==> src/sv/fmwd_pkg.sv <==
// ----------------------------------------------------------------------------
// Flow meter window detector package
// Shared sizes, register defaults, microcode field codes and the program ROM.
// ----------------------------------------------------------------------------
package fmwd_pkg;

	// Window and field sizes.
	localparam int WINDOW_DEPTH = 10;
	localparam int PULSE_W      = 16;
	localparam int PTR_W        = (WINDOW_DEPTH > 1) ? $clog2(WINDOW_DEPTH) : 1;
	localparam int TOTAL_RAW_W  = $clog2(WINDOW_DEPTH * 65535 + 1);
	localparam int TOTAL_W      = (TOTAL_RAW_W > 20) ? TOTAL_RAW_W : 20;
	localparam int SUM_W        = 20;
	localparam logic [SUM_W-1:0] SUM_MAX = 20'hFFFFF;

	// Configuration register indexes.
	localparam int CFG_IDX_W = 3;
	localparam logic [CFG_IDX_W-1:0] REG_START_THRESHOLD  = 3'd0;
	localparam logic [CFG_IDX_W-1:0] REG_IDLE_TIMEOUT_MS  = 3'd1;
	localparam logic [CFG_IDX_W-1:0] REG_LITERS_PER_PULSE = 3'd2;
	localparam logic [CFG_IDX_W-1:0] REG_RATE_SCALE       = 3'd3;
	localparam logic [CFG_IDX_W-1:0] REG_INITIAL_TOTAL    = 3'd4;

	// Register defaults.
	localparam logic [19:0] THRESH_RST = 20'd5;
	localparam logic [31:0] TIMEOUT_RST = 32'd3000;
	localparam logic [31:0] LPP_RST = 32'd10845877;
	localparam logic [23:0] SCALE_RST = 24'd9930;
	localparam logic [63:0] INIT_TOTAL_RST = 64'd0;

	// Smoothing weights out of 256.
	localparam logic [31:0] RATE_OLD_WT = 32'd179;
	localparam logic [31:0] RATE_NEW_WT = 32'd77;

	// Datapath operation codes.
	typedef logic [2:0] op_t;
	localparam op_t OP_NOP    = 3'd0;
	localparam op_t OP_RING   = 3'd1;
	localparam op_t OP_DECIDE = 3'd2;
	localparam op_t OP_CREDIT = 3'd3;
	localparam op_t OP_SAT    = 3'd4;
	localparam op_t OP_MIXA   = 3'd5;
	localparam op_t OP_MIXB   = 3'd6;
	localparam op_t OP_CLEAR  = 3'd7;

	// Multiplier operand selection.
	typedef logic [2:0] mul_sel_t;
	localparam mul_sel_t MUL_NONE      = 3'd0;
	localparam mul_sel_t MUL_TICK      = 3'd1;
	localparam mul_sel_t MUL_SUM_LPP   = 3'd2;
	localparam mul_sel_t MUL_SUM_SCALE = 3'd3;
	localparam mul_sel_t MUL_RATE      = 3'd4;
	localparam mul_sel_t MUL_INST      = 3'd5;

	// Jump conditions.
	typedef logic [1:0] cond_t;
	localparam cond_t COND_NEXT   = 2'd0;
	localparam cond_t COND_ALWAYS = 2'd1;
	localparam cond_t COND_CMD    = 2'd2;

	// Program steps.
	localparam int STEP_W = 4;
	typedef logic [STEP_W-1:0] step_t;
	localparam step_t STEP_IDLE   = 4'd0;
	localparam step_t STEP_RING   = 4'd1;
	localparam step_t STEP_DECIDE = 4'd2;
	localparam step_t STEP_CREDIT = 4'd3;
	localparam step_t STEP_SAT    = 4'd4;
	localparam step_t STEP_MIXA   = 4'd5;
	localparam step_t STEP_MIXB   = 4'd6;
	localparam step_t STEP_OUT    = 4'd7;
	localparam step_t STEP_CLEAR  = 4'd8;

	// One control word of the program.
	typedef struct packed {
		logic     wait_in;
		logic     wait_out;
		op_t      op;
		mul_sel_t mul_sel;
		cond_t    cond;
		step_t    target;
	} ctrl_t;

	// Microcode ROM.
	function automatic ctrl_t ucode_rom(input step_t step);
		ctrl_t w;
		unique case (step)
			STEP_IDLE:   w = '{1'b1, 1'b0, OP_NOP, MUL_NONE, COND_CMD, STEP_CLEAR};
			STEP_RING:   w = '{1'b0, 1'b0, OP_RING, MUL_TICK, COND_NEXT, STEP_IDLE};
			STEP_DECIDE: w = '{1'b0, 1'b0, OP_DECIDE, MUL_SUM_LPP, COND_NEXT, STEP_IDLE};
			STEP_CREDIT: w = '{1'b0, 1'b0, OP_CREDIT, MUL_SUM_SCALE, COND_NEXT, STEP_IDLE};
			STEP_SAT:    w = '{1'b0, 1'b0, OP_SAT, MUL_RATE, COND_NEXT, STEP_IDLE};
			STEP_MIXA:   w = '{1'b0, 1'b0, OP_MIXA, MUL_INST, COND_NEXT, STEP_IDLE};
			STEP_MIXB:   w = '{1'b0, 1'b0, OP_MIXB, MUL_NONE, COND_NEXT, STEP_IDLE};
			STEP_OUT:    w = '{1'b0, 1'b1, OP_NOP, MUL_NONE, COND_ALWAYS, STEP_IDLE};
			STEP_CLEAR:  w = '{1'b0, 1'b0, OP_CLEAR, MUL_NONE, COND_ALWAYS, STEP_OUT};
			default:     w = '{1'b0, 1'b0, OP_NOP, MUL_NONE, COND_ALWAYS, STEP_IDLE};
		endcase
		return w;
	endfunction

endpackage

==> src/sv/fmwd_seq.sv <==
// ----------------------------------------------------------------------------
// Flow meter microcode sequencer
// Step counter over the program ROM, with hold and conditional jumps.
// ----------------------------------------------------------------------------
module fmwd_seq import fmwd_pkg::*; (
	input  logic  clk,
	input  logic  arst_n,
	input  logic  in_accept,
	input  logic  command,
	input  logic  out_free,
	output ctrl_t ctrl
);

	step_t step_q;
	logic  hold;
	logic  jump;

	// Fetch the control word for the current step.
	always_comb begin
		ctrl = ucode_rom(step_q);
	end

	// A step holds while it waits for a request or for room at the output.
	always_comb begin
		hold = (ctrl.wait_in && !in_accept) || (ctrl.wait_out && !out_free);
		jump = (ctrl.cond == COND_ALWAYS) || ((ctrl.cond == COND_CMD) && command);
	end

	// Step counter.
	always_ff @(posedge clk or negedge arst_n) begin
		if (!arst_n) begin
			step_q <= STEP_IDLE;
		end else if (!hold) begin
			if (jump) begin
				step_q <= ctrl.target;
			end else begin
				step_q <= step_q + step_t'(1);
			end
		end
	end

endmodule

==> src/sv/fmwd_dp.sv <==
// ----------------------------------------------------------------------------
// Flow meter datapath
// Configuration registers, bucket ring, shared multiplier and flow state.
// ----------------------------------------------------------------------------
module fmwd_dp import fmwd_pkg::*; (
	input  logic                 clk,
	input  logic                 arst_n,
	input  logic                 cfg_write,
	input  logic [CFG_IDX_W-1:0] cfg_index,
	input  logic [63:0]          cfg_data,
	input  logic                 in_accept,
	input  logic [PULSE_W-1:0]   tick_pulses,
	input  logic [31:0]          now_ms,
	input  ctrl_t                ctrl,
	output logic                 flow_q,
	output logic [31:0]          rate_q,
	output logic [63:0]          vol_q,
	output logic [31:0]          start_q
);

	// Configuration registers.
	logic [19:0] thresh_q;
	logic [31:0] timeout_q;
	logic [31:0] lpp_q;
	logic [23:0] scale_q;

	// Latched request fields.
	logic [PULSE_W-1:0] pulses_q;
	logic [31:0]        now_q;

	// Window state.
	logic [PULSE_W-1:0] bucket_q [WINDOW_DEPTH];
	logic [PTR_W-1:0]   ptr_q;
	logic [TOTAL_W-1:0] wt_q;
	logic [TOTAL_W-1:0] wt_next;
	logic [SUM_W-1:0]   sum_q;

	// Flow state and working registers.
	logic [31:0] last_q;
	logic        credit_q;
	logic [31:0] inst_q;
	logic [39:0] mix_q;
	logic [40:0] mix_sum;
	logic [63:0] prod_q;
	logic [31:0] mul_a;
	logic [31:0] mul_b;
	logic        over_thresh;
	logic        idle_expired;

	// New window total once the oldest bucket is replaced, threshold and idle tests, and the rate mix sum.
	always_comb begin
		wt_next = wt_q - TOTAL_W'(bucket_q[ptr_q]) + TOTAL_W'(pulses_q);
		over_thresh = (sum_q >= thresh_q);
		idle_expired = ((now_q - last_q) >= timeout_q);
		mix_sum = {1'b0, mix_q} + prod_q[40:0];
	end

	// Operand selection for the shared multiplier.
	always_comb begin
		mul_a = '0;
		mul_b = '0;
		case (ctrl.mul_sel)
			MUL_TICK: begin
				mul_a = 32'(pulses_q);
				mul_b = lpp_q;
			end
			MUL_SUM_LPP: begin
				mul_a = 32'(sum_q);
				mul_b = lpp_q;
			end
			MUL_SUM_SCALE: begin
				mul_a = 32'(sum_q);
				mul_b = 32'(scale_q);
			end
			MUL_RATE: begin
				mul_a = rate_q;
				mul_b = RATE_OLD_WT;
			end
			MUL_INST: begin
				mul_a = inst_q;
				mul_b = RATE_NEW_WT;
			end
			default: begin
				mul_a = '0;
				mul_b = '0;
			end
		endcase
	end

	// Product register.
	always_ff @(posedge clk) begin
		if (ctrl.mul_sel != MUL_NONE) begin
			prod_q <= 64'(mul_a) * 64'(mul_b);
		end
	end

	// Request fields are captured as the request is taken.
	always_ff @(posedge clk) begin
		if (in_accept) begin
			pulses_q <= tick_pulses;
			now_q <= now_ms;
		end
	end

	// Configuration registers.
	always_ff @(posedge clk or negedge arst_n) begin
		if (!arst_n) begin
			thresh_q <= THRESH_RST;
			timeout_q <= TIMEOUT_RST;
			lpp_q <= LPP_RST;
			scale_q <= SCALE_RST;
		end else if (cfg_write) begin
			case (cfg_index)
				REG_START_THRESHOLD:  thresh_q <= cfg_data[19:0];
				REG_IDLE_TIMEOUT_MS:  timeout_q <= cfg_data[31:0];
				REG_LITERS_PER_PULSE: lpp_q <= cfg_data[31:0];
				REG_RATE_SCALE:       scale_q <= cfg_data[23:0];
				default: begin
				end
			endcase
		end
	end

	// Bucket ring and running window sum.
	always_ff @(posedge clk or negedge arst_n) begin
		if (!arst_n) begin
			for (int i = 0; i < WINDOW_DEPTH; i++) begin
				bucket_q[i] <= '0;
			end
			ptr_q <= '0;
			wt_q <= '0;
		end else if (ctrl.op == OP_RING) begin
			bucket_q[ptr_q] <= pulses_q;
			wt_q <= wt_next;
			if (ptr_q == PTR_W'(WINDOW_DEPTH - 1)) begin
				ptr_q <= '0;
			end else begin
				ptr_q <= ptr_q + PTR_W'(1);
			end
		end
	end

	// Saturated window sum used for the threshold, the start credit and the rate.
	always_ff @(posedge clk) begin
		if (ctrl.op == OP_RING) begin
			if (wt_next > TOTAL_W'(SUM_MAX)) begin
				sum_q <= SUM_MAX;
			end else begin
				sum_q <= wt_next[SUM_W-1:0];
			end
		end
	end

	// Flow detection, volume and smoothed rate.
	always_ff @(posedge clk or negedge arst_n) begin
		if (!arst_n) begin
			flow_q <= 1'b0;
			start_q <= '0;
			last_q <= '0;
			vol_q <= INIT_TOTAL_RST;
			rate_q <= '0;
			credit_q <= 1'b0;
		end else if (cfg_write && (cfg_index == REG_INITIAL_TOTAL)) begin
			vol_q <= cfg_data;
		end else begin
			case (ctrl.op)
				OP_DECIDE: begin
					// The product holds this tick's pulses times volume per pulse.
					if (flow_q) begin
						vol_q <= vol_q + prod_q;
					end
					credit_q <= over_thresh && !flow_q;
					if (over_thresh) begin
						if (!flow_q) begin
							flow_q <= 1'b1;
							start_q <= now_q;
						end
						last_q <= now_q;
					end else if (flow_q && idle_expired) begin
						flow_q <= 1'b0;
						start_q <= '0;
					end
				end
				OP_CREDIT: begin
					// On flow start the whole window is credited once.
					if (credit_q) begin
						vol_q <= vol_q + prod_q;
					end
				end
				OP_MIXB: begin
					if (flow_q) begin
						rate_q <= mix_sum[39:8];
					end else begin
						rate_q <= '0;
					end
				end
				OP_CLEAR: begin
					vol_q <= '0;
				end
				default: begin
				end
			endcase
		end
	end

	// Instant rate saturation and the first smoothing term.
	always_ff @(posedge clk) begin
		if (ctrl.op == OP_SAT) begin
			if (prod_q[63:32] != 32'd0) begin
				inst_q <= '1;
			end else begin
				inst_q <= prod_q[31:0];
			end
		end
		if (ctrl.op == OP_MIXA) begin
			mix_q <= prod_q[39:0];
		end
	end

endmodule

==> src/sv/flow_meter_window_detector_top.sv <==
// ----------------------------------------------------------------------------
// Flow meter window detector
// A control tick runs the ring, decide, credit, saturate, mix and output steps
// of the microcode program around one shared 32x32 multiplier; a clear command
// runs the clear and output steps. The next request is taken only once the
// program is back at its idle step, also while the previous result still
// waits in the output register.
// Reset is asynchronous: flow state clears and configuration registers load their defaults.
// ----------------------------------------------------------------------------
module flow_meter_window_detector_top import fmwd_pkg::*; (
	input  logic                 clk,
	input  logic                 arst_n,
	input  logic                 cfg_write,
	input  logic [CFG_IDX_W-1:0] cfg_index,
	input  logic [63:0]          cfg_data,
	input  logic                 in_valid,
	output logic                 in_stall,
	input  logic                 command,
	input  logic [PULSE_W-1:0]   tick_pulses,
	input  logic [31:0]          now_ms,
	output logic                 out_valid,
	input  logic                 out_stall,
	output logic                 is_flowing,
	output logic [31:0]          flow_rate,
	output logic [63:0]          total_volume,
	output logic [31:0]          flow_start_ms
);

	ctrl_t       ctrl;
	logic        in_accept;
	logic        out_free;
	logic        out_load;
	logic        out_valid_q;
	logic        flow_q;
	logic [31:0] rate_q;
	logic [63:0] vol_q;
	logic [31:0] start_q;
	logic        flowing_q;
	logic [31:0] rate_out_q;
	logic [63:0] vol_out_q;
	logic [31:0] start_out_q;

	// Request handshake.
	always_comb begin
		in_stall = !ctrl.wait_in;
		in_accept = in_valid && !in_stall;
		out_free = !out_valid_q || !out_stall;
		out_load = ctrl.wait_out && out_free;
	end

	fmwd_seq u_seq (
		.clk       (clk),
		.arst_n    (arst_n),
		.in_accept (in_accept),
		.command   (command),
		.out_free  (out_free),
		.ctrl      (ctrl)
	);

	fmwd_dp u_dp (
		.clk         (clk),
		.arst_n      (arst_n),
		.cfg_write   (cfg_write),
		.cfg_index   (cfg_index),
		.cfg_data    (cfg_data),
		.in_accept   (in_accept),
		.tick_pulses (tick_pulses),
		.now_ms      (now_ms),
		.ctrl        (ctrl),
		.flow_q      (flow_q),
		.rate_q      (rate_q),
		.vol_q       (vol_q),
		.start_q     (start_q)
	);

	// Output valid flag.
	always_ff @(posedge clk or negedge arst_n) begin
		if (!arst_n) begin
			out_valid_q <= 1'b0;
		end else if (out_load) begin
			out_valid_q <= 1'b1;
		end else if (!out_stall) begin
			out_valid_q <= 1'b0;
		end
	end

	// Output payload register.
	always_ff @(posedge clk) begin
		if (out_load) begin
			flowing_q <= flow_q;
			rate_out_q <= rate_q;
			vol_out_q <= vol_q;
			start_out_q <= start_q;
		end
	end

	assign out_valid = out_valid_q;
	assign is_flowing = flowing_q;
	assign flow_rate = rate_out_q;
	assign total_volume = vol_out_q;
	assign flow_start_ms = start_out_q;

	// While idle the start stamp reads zero.
	a_idle_start_zero: assert property (@(posedge clk) disable iff (!arst_n)
		(out_valid && !is_flowing) |-> (flow_start_ms == 32'd0))
		else $error("start stamp not cleared while idle");

	// While idle the rate reads zero.
	a_idle_rate_zero: assert property (@(posedge clk) disable iff (!arst_n)
		(out_valid && !is_flowing) |-> (flow_rate == 32'd0))
		else $error("rate not zero while idle");

	// Only one request is in work at a time.
	a_busy_after_request: assert property (@(posedge clk) disable iff (!arst_n)
		in_accept |=> in_stall)
		else $error("request taken while another is in work");

endmodule

==> config.mk <==
export PLATFORM = sky130hd
export DESIGN_NAME = flow_meter_window_detector_top
export DESIGN_NICKNAME = d
export VERILOG_FILES = /design/src/sv/fmwd_pkg.sv /design/src/sv/fmwd_seq.sv /design/src/sv/fmwd_dp.sv /design/src/sv/flow_meter_window_detector_top.sv
export SDC_FILE = /design/constraint.sdc
export NUM_CORES = 2
export LEC_CHECK = 0
export BUFFER_PORTS_ARGS = -buffer_cell sky130_fd_sc_hd__buf_2
export CAP_MARGIN = 20
export CORE_UTILIZATION = 35
export DETAILED_ROUTE_END_ITERATION = 10
export GPL_TIMING_DRIVEN = 0
export PLACE_DENSITY = 0.59
export SETUP_SLACK_MARGIN = 0.1
export SKIP_CTS_REPAIR_TIMING = 1
export SLEW_MARGIN = 20
export SYNTH_ARGS = -nofsm -noshare
export SYNTH_HDL_FRONTEND = slang
export SYNTH_SLANG_ARGS = --single-unit
==> constraint.sdc <==
create_clock -name clk -period 9.6 [get_ports clk]
set_input_delay 0.96 -clock clk [delete_from_list [all_inputs] [get_ports clk]]
set_output_delay 0.96 -clock clk [all_outputs]
set_load 0.02 [all_outputs]
## After elaboration in Yosys (flattened, before gate mapping)

Memories as Yosys holds them, arrays and structs flattened.
Index checks and enable logic that the tools add are counted.

- Flip-flop bits (word level): 792
- ROM bits: 224
- Input port bits: 121
- Output and inout bits: 131
- Memories kept: 1

- Add/sub/neg operators: 7
- Multiply operators: 1
- Order comparisons: 5
- Equal/unequal tests: 23
- Multiplexer cells: 22
- Bitwise logic cells: 2
- Reductions and logical operators: 35

Memories:

| name | words | width | rd ports | clocked after memory_dff | write ports | RTL line | source |
|---|---|---|---|---|---|---|---|
| (no name shown) | 16 | 14 | 1 | 0 | 0 | fmwd_pkg.sv:87 | `unique case (step)` |

Operator list:

| cell | count |
|---|---|
| $pmux 32 s4 | 2 |
| $mux 64 | 3 |
| $pmux 64 s3 | 1 |
| $bwmux 160 | 1 |
| $mux 32 | 4 |
| $add 64x64->64 | 1 |
| $bmux 16 s4 | 1 |
| $demux 16 s4 | 1 |
| $mul 32x32->64 | 1 |
| $mux 16 | 3 |
| $add 40x40->40 | 1 |
| $ge 32x32->1 | 1 |
| $reduce_bool 32->1 | 1 |
| $sub 32x32->32 | 1 |
| $eq 3x3->1 const B | 7 |
| $add 20x16->20 | 1 |
| $ge 20x20->1 | 1 |
| $gt 20x20->1 const B | 1 |
| $sub 20x16->20 | 1 |
| $eq 3x2->1 const B | 6 |
| $reduce_and 2->1 | 6 |
| $eq 3x1->1 const B | 3 |
| $logic_and 1x1->1 | 9 |
| $reduce_and 3->1 | 3 |
| other kinds (21) | 35 |

## Depth between registers and ports, before layout

- Depth after elaboration: 7
- Mapped depth: 39
- Mapped depth without buffers: 34

## Hierarchy

Synthesis repeated with hierarchy kept, for this count alone.

- Cell total of the unflattened synthesis: 6,828
- Area, all modules: 70,327.4 µm²

By module, submodules not included:

| module | times used | cells each | area an instance (µm²) | seq. area each (µm²) |
|---|---|---|---|---|
| fmwd_dp | 1 | 6,642 | 65,948.2 | 17,525.6 |
| flow_meter_window_detector_top | 1 | 135 | 3,931.3 | 3,898.7 |
| fmwd_seq | 1 | 51 | 447.9 | 100.1 |

## Worst setup path before layout

Ideal clock, no wire load.

- Path kind: flip-flop to flip-flop
- From: register u_seq.step_q[1]
- To: register u_dp.prod_q[54], data pin
- Library setup time: 262 ps
- Arrival: 8,546 ps
- Setup slack: 792 ps
- Cell stages (with the launch flop): 37
- Period minus slack after synthesis: 8,808 ps
- Cells stage by stage: dfrtp_1 -> inv_1 -> ha_1 -> nand2_1 -> o21a_1 -> nor2_1 -> and3_1 -> clkbuf_1 -> a21o_1 -> buf_2 -> a221oi_1 -> clkbuf_1 -> nor2_1 -> fa_1 -> inv_1 -> fa_1 -> fa_1 -> fa_1 -> inv_1 -> fa_1 -> inv_1 -> fa_1 -> inv_1 -> fa_1 -> fa_1 -> ha_1 -> clkbuf_1 -> a21oi_2 -> o211ai_1 -> a311oi_1 -> a211oi_1 -> o211ai_1 -> a21oi_1 -> nor3_1 -> o21a_1 -> o21ai_1 -> xor2_1

- Longest elaborated chain between the ends: 5
- Elaborated cells on any way between the ends: 11
- Classes of those cells: 1 x mul; 5 x eq/ne; 2 x mux; 2 x reduce/logical; 1 x memory

Ends and longest elaborated chain:

| item | RTL line | source |
|---|---|---|
| start: declaration | fmwd_seq.sv:14 | `step_t step_q;` |
| start signal: assignment | fmwd_seq.sv:35 | `step_q <= ctrl.target;` |
| start signal: assignment | fmwd_seq.sv:37 | `step_q <= step_q + step_t'(1);` |
| $mem_v2 16x14 (*) | - |  |
| $eq 3x2->1 or $eq 3x1->1 (tied branches) | fmwd_dp.sv:62 | `case (ctrl.mul_sel)` |
| $reduce_or 2->1 (no line) | - |  |
| $pmux 32 s4 | fmwd_dp.sv:62 |  |
| $mul 32x32->64 (*) | fmwd_dp.sv:93 | `prod_q <= 64'(mul_a) * 64'(mul_b);` |
| end signal: assignment | fmwd_dp.sv:93 |  |
| end: declaration | fmwd_dp.sv:44 | `logic [63:0] prod_q;` |

Every way passes the cells marked *; elsewhere a longest branch is shown, timed or not.
A chain may end at the register's enable or synchronous reset.

## Final worst setup path

- From: register u_seq.step_q[1]
- To: register u_dp.prod_q[55], data pin

Same word-level chain as after synthesis.

==> impl_metrics.ini <==
[run_status]
status = complete, no violations

[sta]
setup_viol_count_final = 0
fin_crit_sh_pct = 98.5
setup_tns_ns = 0
fmax_mhz = 106
slew_violations = 0
slew_headroom_pct = 17.5
worst_pin_slew_ns = 1.23
hold_violations = 0
finClkSkew_ns = 0.0828
rsz0062_at_grt = true
finalWorstPathRequiredPeriod_ns = 9.46
hold-worst-slack_ns = 0.141

[floorplanning]
io_pins = 252
std_cell_rows = 163
die_h_um = 449
die_w_um = 449
core_area_sq_um = 198000
initial_utilization_pct = 35.4
dieArea_sq_um = 202000

[detailed_routing]
drtAntennaViolNets = 0
num_vias = 53806
wl_um = 242000
post_drt_wl_per_cell_um = 23.5
dr.pass1.iters = 8
drc = 0
drt-initial-drc-count = 4819
viasPerCell = 5.23

[global_route]
grt_overflow = 0
antenna_found_initial = 16
grt_max_degree = 98
grt_usage_pct = 23.9
grt_pass1_wl_um = 357000
first_global_vias = 54919

[cts]
clk_transition_reported_paths_ns = 0.07
clock_latency_ns = 0.78
htree_levels = 3
clock_path_buffers = 3
cts_sinks = 792
cts_tree = yes
cts-buffers-inserted = 92
cts-root-buf = clkbuf_16

[logic_synthesis]
synth.yosys.seq_area_share_pct = 30.7
synth-seq-cells = 792
synthFlopType = dfrtp_1
ys_types = 98
syn_area_per_cell_sq_um = 10.3
synth_edf_count = 333
netlist_area_sq_um = 70000
synth-warning-count = 0
async_reset_ff_share_pct = 58.0
synth_cells = 6814

[critical_path]
rrSetupSlack_ns = 0.14
critPathMostFrequentCell = fa_1
worstSetupEndpointType = flop
cp.required_ns = 10.20
crit_path_top_delay_cell = fa_1
arrival_ns = 10.06
critical-path-max-stage-delay_ns = 0.58
cp_max_fo = 10
startpoint_type = flop
critical_path_class = flop to flop

[place]
numPortBuffers = 251
place_area_sq_um = 76300
dp_hpwl_um = 197000
gp_congestion = 1.01

[cells_and_area]
area_delta_synth_final_pct = 17.2
multiInputGateArea_sq_um = 45300
fin_nets = 9078
drive_above_1_share_pct = 14.1
postLayoutCellArea_sq_um = 82100
regArea_sq_um = 21500
num-fill-cells = 19113

[job]
max_cap_viol_count = 0

[worst_hold_path]
hp-class = input port to async pin
==> layout by cell type (no fill, tap or decap), types with 27 or more instances in the layout <==
cell,count
clkbuf_4,35
xor2_1,66
dfrtp_1,425
xnor2_1,124
conb_1,288
o21ai_1,32
mux4_2,32
nand4_1,53
a21oi_1,225
mux2_2,107
o21bai_1,28
buf_2,276
o32ai_1,32
o21ai_0,354
inv_1,1059
nand2_1,649
ha_1,461
nand2b_1,35
nand3_1,49
clkbuf_1,170
nor2_1,586
dfstp_2,31
buf_6,46
clkbuf_16,96
or3_1,48
nor2b_1,31
edfxtp_1,333
o21a_1,27
a22oi_1,50
a21o_1,120
fa_1,904
nor3_1,61
a221oi_1,51
and3_1,50
buf_4,120
==> synth_stat cells (107+ instances only) <==
| master | number | area, sq um |
|---|---|---|
| edfxtp_1 | 333 | 10000 |
| dfrtp_1 | 428 | 10700 |
| inv_1 | 1067 | 4010 |
| nor2_1 | 599 | 2250 |
| fa_1 | 914 | 18300 |
| o21ai_0 | 356 | 1780 |
| clkbuf_1 | 276 | 1040 |
| nand2_1 | 660 | 2480 |
| xnor2_1 | 125 | 1090 |
| a21oi_1 | 243 | 1220 |
| a21o_1 | 121 | 908 |
| ha_1 | 473 | 5920 |
| mux2_2 | 107 | 1200 |
==> kinds of logic after synthesis <==
family	Yosys count	share of synthesized area (%)
AND/OR/NAND/NOR	1696	10.6
multiplexers	166	3.14
buffers and inverters	1405	7.59
XOR/XNOR	191	2.39
AO/OA/AOI/OAI	1175	11.0
flip-flops	792	30.7
adder cells (fa/ha/maj)	1387	34.6
other	2	0.0107
==> stage by stage <==
step / setup slack [ns] / std cells / util (%)
2_1_floorplan: 0.792 / 7100 / -
3_3_place_gp: -2.76 / 9991 / 38.2
3_5_place_dp: -2.23 / 10025 / 38.5
4_1_cts: -2.31 / 10198 / 40.2
5_1_grt: -0.0531 / 10290 / 41.5
6_report: 0.140 / 10293 / 41.5
==> registers in the layout, indices dropped and copies added (netlist names), 24 cells and up <==
signal and cells:
u_dp.bucket_q 160, total_volume 64, u_dp.prod_q 64, u_dp.vol_q 64, u_dp.mix_q 40, flow_rate 32, flow_start_ms 32, u_dp.inst_q 32
u_dp.last_q 32, u_dp.lpp_q 32, u_dp.now_q 32, u_dp.rate_q 32, u_dp.start_q 32, u_dp.timeout_q 32, u_dp.scale_q 24
==> worst paths after layout <==
check,depth (start not counted),endpoint,from
min in group clk,1,u_dp.pulses_q[5],tick_pulses[5]
max in group asynchronous,4,u_dp.bucket_q[146],arst_n
hold / removal,1,u_dp.vol_q[63],arst_n
setup / recovery,35,u_dp.prod_q[55],u_seq.step_q[1]
setup reg to reg,35,u_dp.prod_q[55],u_seq.step_q[1]
hold reg to reg,0,is_flowing,u_dp.flow_q
==> cell type report <==
| cell class | instances | share of cell area [%] |
|---|---|---|
| Multi-Input combinational cell | 4903 | 55.2 |
| Sequential cell | 792 | 26.2 |
| Inverter | 1084 | 4.96 |
| Tap cell | 2640 | 4.02 |
| Timing Repair Buffer | 385 | 3.34 |
| Clock buffer | 118 | 3.03 |
| Buffer | 312 | 2.23 |
| Clock inverter | 55 | 0.943 |
| Antenna cell | 4 | 0.0122 |
==> worst max-delay path, delay by kind of cell, from the launching register on <==
| family | cells | cell delay (ns) |
|---|---|---|
| compound gates | 4 | 1.08 |
| simple gates | 11 | 1.88 |
| xor+xnor | 1 | 0.15 |
| flops | 1 | 0.45 |
| buf+inv | 9 | 1.21 |
| fa+ha+maj | 10 | 4.50 |
==> per-layer routing <==
metal	GRT usage, %	vias up	wire, um
met5	0	-	132
met2	38.2	2112	112000
met4	13.6	18	15800
met1	30.4	27530	95600
li1	-	23678	-
met3	4.21	468	18200
Power is not shown: default switching activity piles up to over one toggle a cycle in this logic, so the estimate is an artifact.
